<file path="src/design/pcm_s2f_pkg.sv">
// Package: register addresses and constants for the PCM sample to float converter.
package pcm_s2f_pkg;
  localparam int unsigned BpsW = 7;
  localparam logic [BpsW-1:0] BpsReset = 7'd16;
  localparam logic AddrBps = 1'b0;
  localparam logic AddrLe = 1'b1;

  typedef struct packed {
    logic          neg;
    logic [31:0]   mag;
    logic [7:0]    bias;
  } s2f_op_t;
endpackage

</file>
<file path="src/design/pcm_sample_to_float_core.sv">
// Top level: PCM sample to IEEE single-precision converter with APB configuration.
// An accepted input item passes through the input register and then the result register.
// Throughput: one item per cycle; the input and result registers form the only stages.
// The input stage advances whenever the result register is empty or being taken.
// Reset: synchronous, active high; clears valid flags, width 16, little endian.
module pcm_sample_to_float_core (
  input  logic        clk,
  input  logic        rst,
  input  logic        psel,
  input  logic        penable,
  input  logic        pwrite,
  input  logic [2:2]  paddr,
  input  logic [31:0] pwdata,
  output logic [31:0] prdata,
  output logic        pready,
  input  logic        s_tvalid,
  output logic        s_tready,
  input  logic [31:0] s_tdata,   // [31:0] sample_bytes
  output logic        m_tvalid,
  input  logic        m_tready,
  output logic [31:0] m_tdata    // [31:0] float_bits
);
  import pcm_s2f_pkg::*;

  logic [BpsW-1:0] bps;
  logic            le;
  logic            in_valid;
  logic [31:0]     in_data;
  logic            advance;
  s2f_op_t         op;
  logic [31:0]     fbits;
  logic [7:0]      b0, b1, b2, b3;
  logic [31:0]     raw;

  assign pready = 1'b1;
  assign prdata = (paddr[2] == AddrLe) ? {31'd0, le} : {25'd0, bps};

  always_ff @(posedge clk) begin
    if (rst) begin
      bps <= BpsReset;
      le <= 1'b1;
    end else if (psel && penable && pwrite) begin
      if (paddr[2] == AddrBps) begin
        bps <= pwdata[BpsW-1:0];
      end else begin
        le <= pwdata[0];
      end
    end
  end

  assign advance = !m_tvalid || m_tready;
  assign s_tready = advance;

  always_ff @(posedge clk) begin
    if (rst) begin
      in_valid <= 1'b0;
      m_tvalid <= 1'b0;
    end else if (advance) begin
      in_valid <= s_tvalid;
      m_tvalid <= in_valid;
    end
  end

  always_ff @(posedge clk) begin
    if (advance) begin
      in_data <= s_tdata;
      m_tdata <= fbits;
    end
  end

  always_comb begin
    b0 = in_data[7:0];
    b1 = in_data[15:8];
    b2 = in_data[23:16];
    b3 = in_data[31:24];
    op.neg = 1'b0;
    op.mag = 32'd0;
    op.bias = 8'd0;
    raw = 32'd0;
    if (bps == 7'd8) begin
      op.neg = !b0[7];
      op.mag = b0[7] ? {24'd0, 1'b0, b0[6:0]} : (32'd128 - {24'd0, b0});
      op.bias = 8'd120;
    end else if (bps == 7'd16) begin
      raw = le ? {{16{b1[7]}}, b1, b0} : {{16{b0[7]}}, b0, b1};
      op.bias = 8'd112;
    end else if (bps == 7'd24) begin
      raw = le ? {{8{b2[7]}}, b2, b1, b0} : {{8{b0[7]}}, b0, b1, b2};
      op.bias = 8'd104;
    end else if (bps >= 7'd32) begin
      raw = le ? in_data : {b0, b1, b2, b3};
      op.bias = 8'd96;
    end
    if (bps != 7'd8) begin
      op.neg = raw[31];
      op.mag = raw[31] ? (32'd0 - raw) : raw;
    end
  end

  pcm_s2f_norm u_norm (
    .op    (op),
    .fbits (fbits)
  );
endmodule

</file>
<file path="src/design/pcm_s2f_norm.sv">
// Normalizer: magnitude and scale to single-precision bits, round to nearest even.
module pcm_s2f_norm (
  input  pcm_s2f_pkg::s2f_op_t op,
  output logic [31:0]          fbits
);
  import pcm_s2f_pkg::*;

  logic [4:0]  p;
  logic [31:0] mag;
  logic [31:0] sh;
  logic [24:0] keep;
  logic [7:0]  rest;
  logic        rnd;
  logic [7:0]  pe;
  logic [23:0] frac;

  always_comb begin
    mag = op.mag;
    p = 5'd0;
    for (int i = 0; i < 32; i++) begin
      if (mag[i]) begin
        p = 5'(i);
      end
    end
    sh = mag << (5'd31 - p);
    keep = {1'b0, sh[31:8]};
    rest = sh[7:0];
    rnd = rest[7] && ((rest[6:0] != 7'd0) || keep[0]);
    keep = keep + 25'(rnd);
    pe = 8'(p);
    frac = keep[23:0];
    if (keep[24]) begin
      pe = pe + 8'd1;
      frac = keep[24:1];
    end
    if (mag == 32'd0) begin
      fbits = 32'd0;
    end else begin
      fbits = {op.neg, pe + op.bias, frac[22:0]};
    end
  end
endmodule

</file>
<file path="config.mk">
export PLATFORM = sky130hd
export DESIGN_NAME = pcm_sample_to_float_core
export DESIGN_NICKNAME = d
export VERILOG_FILES = /design/src/design/pcm_s2f_pkg.sv /design/src/design/pcm_sample_to_float_core.sv /design/src/design/pcm_s2f_norm.sv
export SDC_FILE = /design/constraint.sdc
export NUM_CORES = 1
export LEC_CHECK = 0
export ABC_AREA = 0
export CELL_PAD_IN_SITES_DETAIL_PLACEMENT = 1
export CELL_PAD_IN_SITES_GLOBAL_PLACEMENT = 2
export CORE_MARGIN = 2
export CORE_UTILIZATION = 39
export CTS_CLUSTER_SIZE = 20
export DETAILED_ROUTE_END_ITERATION = 7
export DONT_BUFFER_PORTS = 1
export GPL_TIMING_DRIVEN = 0
export MAX_ROUTING_LAYER = met4
export PLACE_DENSITY_LB_ADDON = 0.25
export SLEW_MARGIN = 20
export SYNTH_ARGS = -nofsm -noshare
export SYNTH_HDL_FRONTEND = slang
export SYNTH_SLANG_ARGS = --single-unit
export TNS_END_PERCENT = 100
</file>
<file path="constraint.sdc">
create_clock -name clk -period 8.52 [get_ports clk]
set_clock_uncertainty 0.2 [all_clocks]
set_input_delay 1.704 -clock clk [delete_from_list [all_inputs] [get_ports clk]]
set_output_delay 1.704 -clock clk [all_outputs]
set_load 0.01 [all_outputs]
</file>
==> metrics.csv <==
metric;value;unit
crit path max fanout;10;
Post-Place Cells;1514;
fin. max-slew vios;0;
Sw Pwr;1.495;mW
fill count;2874;
Cell Area, Placed;9917;sq um
average wire per standard cell;28.97;microns
diode count;0;
Final GP Congestion;1.002;
VDD IR-drop max;0.1351;mV
clock transition at the registers of the reported paths;0.06;ns
H-tree depth;3;
register area;2122;sq um
Setup TNS;0;ns
worst-skew pair later-pin latency;0.34;ns
core area;23540;sq um
Synthesis Warnings;0;
Die ar.;25300;sq um
Cell Pwr Density;252.7;nW/um^2
height of the die;159.1;microns
CTS buffer count;9;
drt drc;0;
Post-synth EDFFs;64;
antenna-violating nets left;0;
drt total wl;45.63;mm
CTS Hold Buffers Added;0;
crit path time final;8.453;ns
worst slew pin tran;1.017;ns
synthesized area per cell;8.035;sq um
GRT Util Overall;34.96;%
async set-reset flop share out of synthesis;0;%
vias post-DR;10750;
relative slew slack;31.94;%
die width;159.1;microns
Post-Syn Area;9376;sq um
setup ws final;0.06667;ns
top cells by area, synth;edfxtp_1, nor2_1, a21oi_1;
Largest stage delay, worst path;0.52;ns
max cap viols;0;
starting density of the core;39.83;%
FP Rows;56;
CTS max path bufs;2;
sequential area share after synthesis;22.63;%
post-DR vias/cell;6.824;
fraction of layout cells with a size suffix above 1;28.34;%
Multi-input gate area;7437;sq um
DP HPWL;34.09;mm
Initial DRC Count;1362;
Layout area overhead;21.51;%
DRT Pass-1 Iters;5;
vias in the first global route;10370;
Synth cell types;126;
post-place setup slack;-1.439;ns
Synth top area share;20.50;%
Final period util;99.22;%
post-synthesis cell count;1167;
Comb pwr share;66.6;%
GRT overflow;0;
final setup violation count;0;
CTS root buf;clkbuf_16;
CP arrival;8.31;ns
CTS tree;built;
Final Cell Area;11390;sq um
Primary FF master, synth;edfxtp_1;
LEAKAGE;4.141;nW
total power;2.879;mW
slowest CP cell;or4b_1;
Worst Hold Class;reg2reg;
P_int;1.384;mW
fin cells;1575;
Sw Share;51.93;%
synthesis-stage register bit count;74;
Clock power frac;13.1;%
fin util;48.39;%
Yosys top cell by area;edfxtp_1;
CP Capture Type;flip-flop;
Hold Worst Slack;0.2769;ns
CP Launch Type;flip-flop;
Final Hold Fails;0;
Achievable Freq;118.3;MHz
Layout Nets;1333;
initial antenna violation count;0;
io pins;139;
status;complete, no violations;
Sequential Power Share;20.4;%
largest net degree at the start of global routing;36;
first-pass GRT wire length;66.36;mm
Crit path required time;8.38;ns
kind of critical path;reg2reg;
clk sink count;74;
PortBufs;0;
## layout by cell type (no fill, tap or decap), types with 22 or more instances in the layout
cell type	synthesis	routed
nor2_1	120	116
buf_4	30	79
a21oi_1	86	75
nand2_1	78	72
edfxtp_1	64	64
o21ai_0	59	49
nand3_1	46	43
nor3_1	46	40
mux2i_1	37	35
conb_1	2	29
buf_2	36	27
xnor2_1	29	22
## Yosys cell counts, types with 13 or more instances
cell,instances
nor2_1,120
clkbuf_1,25
a21oi_1,86
nor3_1,46
a211oi_1,19
buf_4,30
edfxtp_1,64
or3_1,13
buf_2,36
o21ai_0,59
o21ai_1,15
mux2i_1,37
inv_1,20
o22ai_1,24
nand2_1,78
mux2_2,17
and3_1,22
o211ai_1,18
nor4_1,13
xnor2_1,29
nor2b_1,16
nand3_1,46
a31oi_1,18
## critical path, delay by kind of cell, from the launching register on
kind                       cells  cell delay, ns
xor gates and xnor gates       2            0.50
DFF                            1            0.29
AOI/OAI and AO/OA             12            3.12
adders and majority gates      3            0.86
and+or+nand+nor                8            2.20
buffers and inverters          6            1.00
## routing by layer
layer,wire [microns],vias up,global-route usage (%)
met5,0,-,-
met4,1312,0,11.57
met3,4340,100,6.200
met2,20210,638,51.78
met1,19760,5375,48.18
li1,-,4635,-
## worst paths after layout
path	startpoint	end	slack [ns]	depth (start not counted)
setup reg to reg	le	m_tdata[28]	0.07	31
setup / recovery	le	m_tdata[28]	0.07	31
hold / removal	in_valid	m_tvalid	0.28	2
hold reg to reg	in_valid	m_tvalid	0.28	2
## sequential cells by signal, summed over array words and instances, names as in the netlist
signal and flops:
in_valid 1, bps 7, m_tdata 32, in_data 32, le 1, m_tvalid 1
## cell type report
type / instances / share of cell area (%)
Multi-Input combinational cell: 993 / 65.28
Inverter: 23 / 0.7687
Clock inverter: 3 / 0.1867
Tap cell: 319 / 3.503
Timing Repair Buffer: 48 / 3.492
Sequential cell: 74 / 18.63
Clock buffer: 13 / 2.372
Buffer: 102 / 5.776
## repair_timing
action | CTS | global route
buffers inserted | 22 | 25
endpoints found under the setup margin | 31 | 20
resized for setup | 60 | 128
pin swaps | 13 | 25
## power groups by stage
stage	Combinational (mW)	Clock [mW]	Sequential, mW
3_3_place_gp	1.60	0	0.593
6_report	1.92	0.376	0.587
4_1_cts	1.68	0.379	0.587
3_5_place_dp	1.59	0	0.592
5_1_grt	2.00	0.392	0.592
2_1_floorplan	1.08	0	0.570
## logic make-up after synthesis
group	synth area share, %
adder cells (fa/ha/maj)	1.414
XOR/XNOR	4.177
AND/OR/NAND/NOR	26.71
AO/OA/AOI/OAI	30.97
flip-flops	22.63
multiplexers	6.672
buffers and inverters	7.339
other	0.08009
Power figures use the tool's default switching activity.
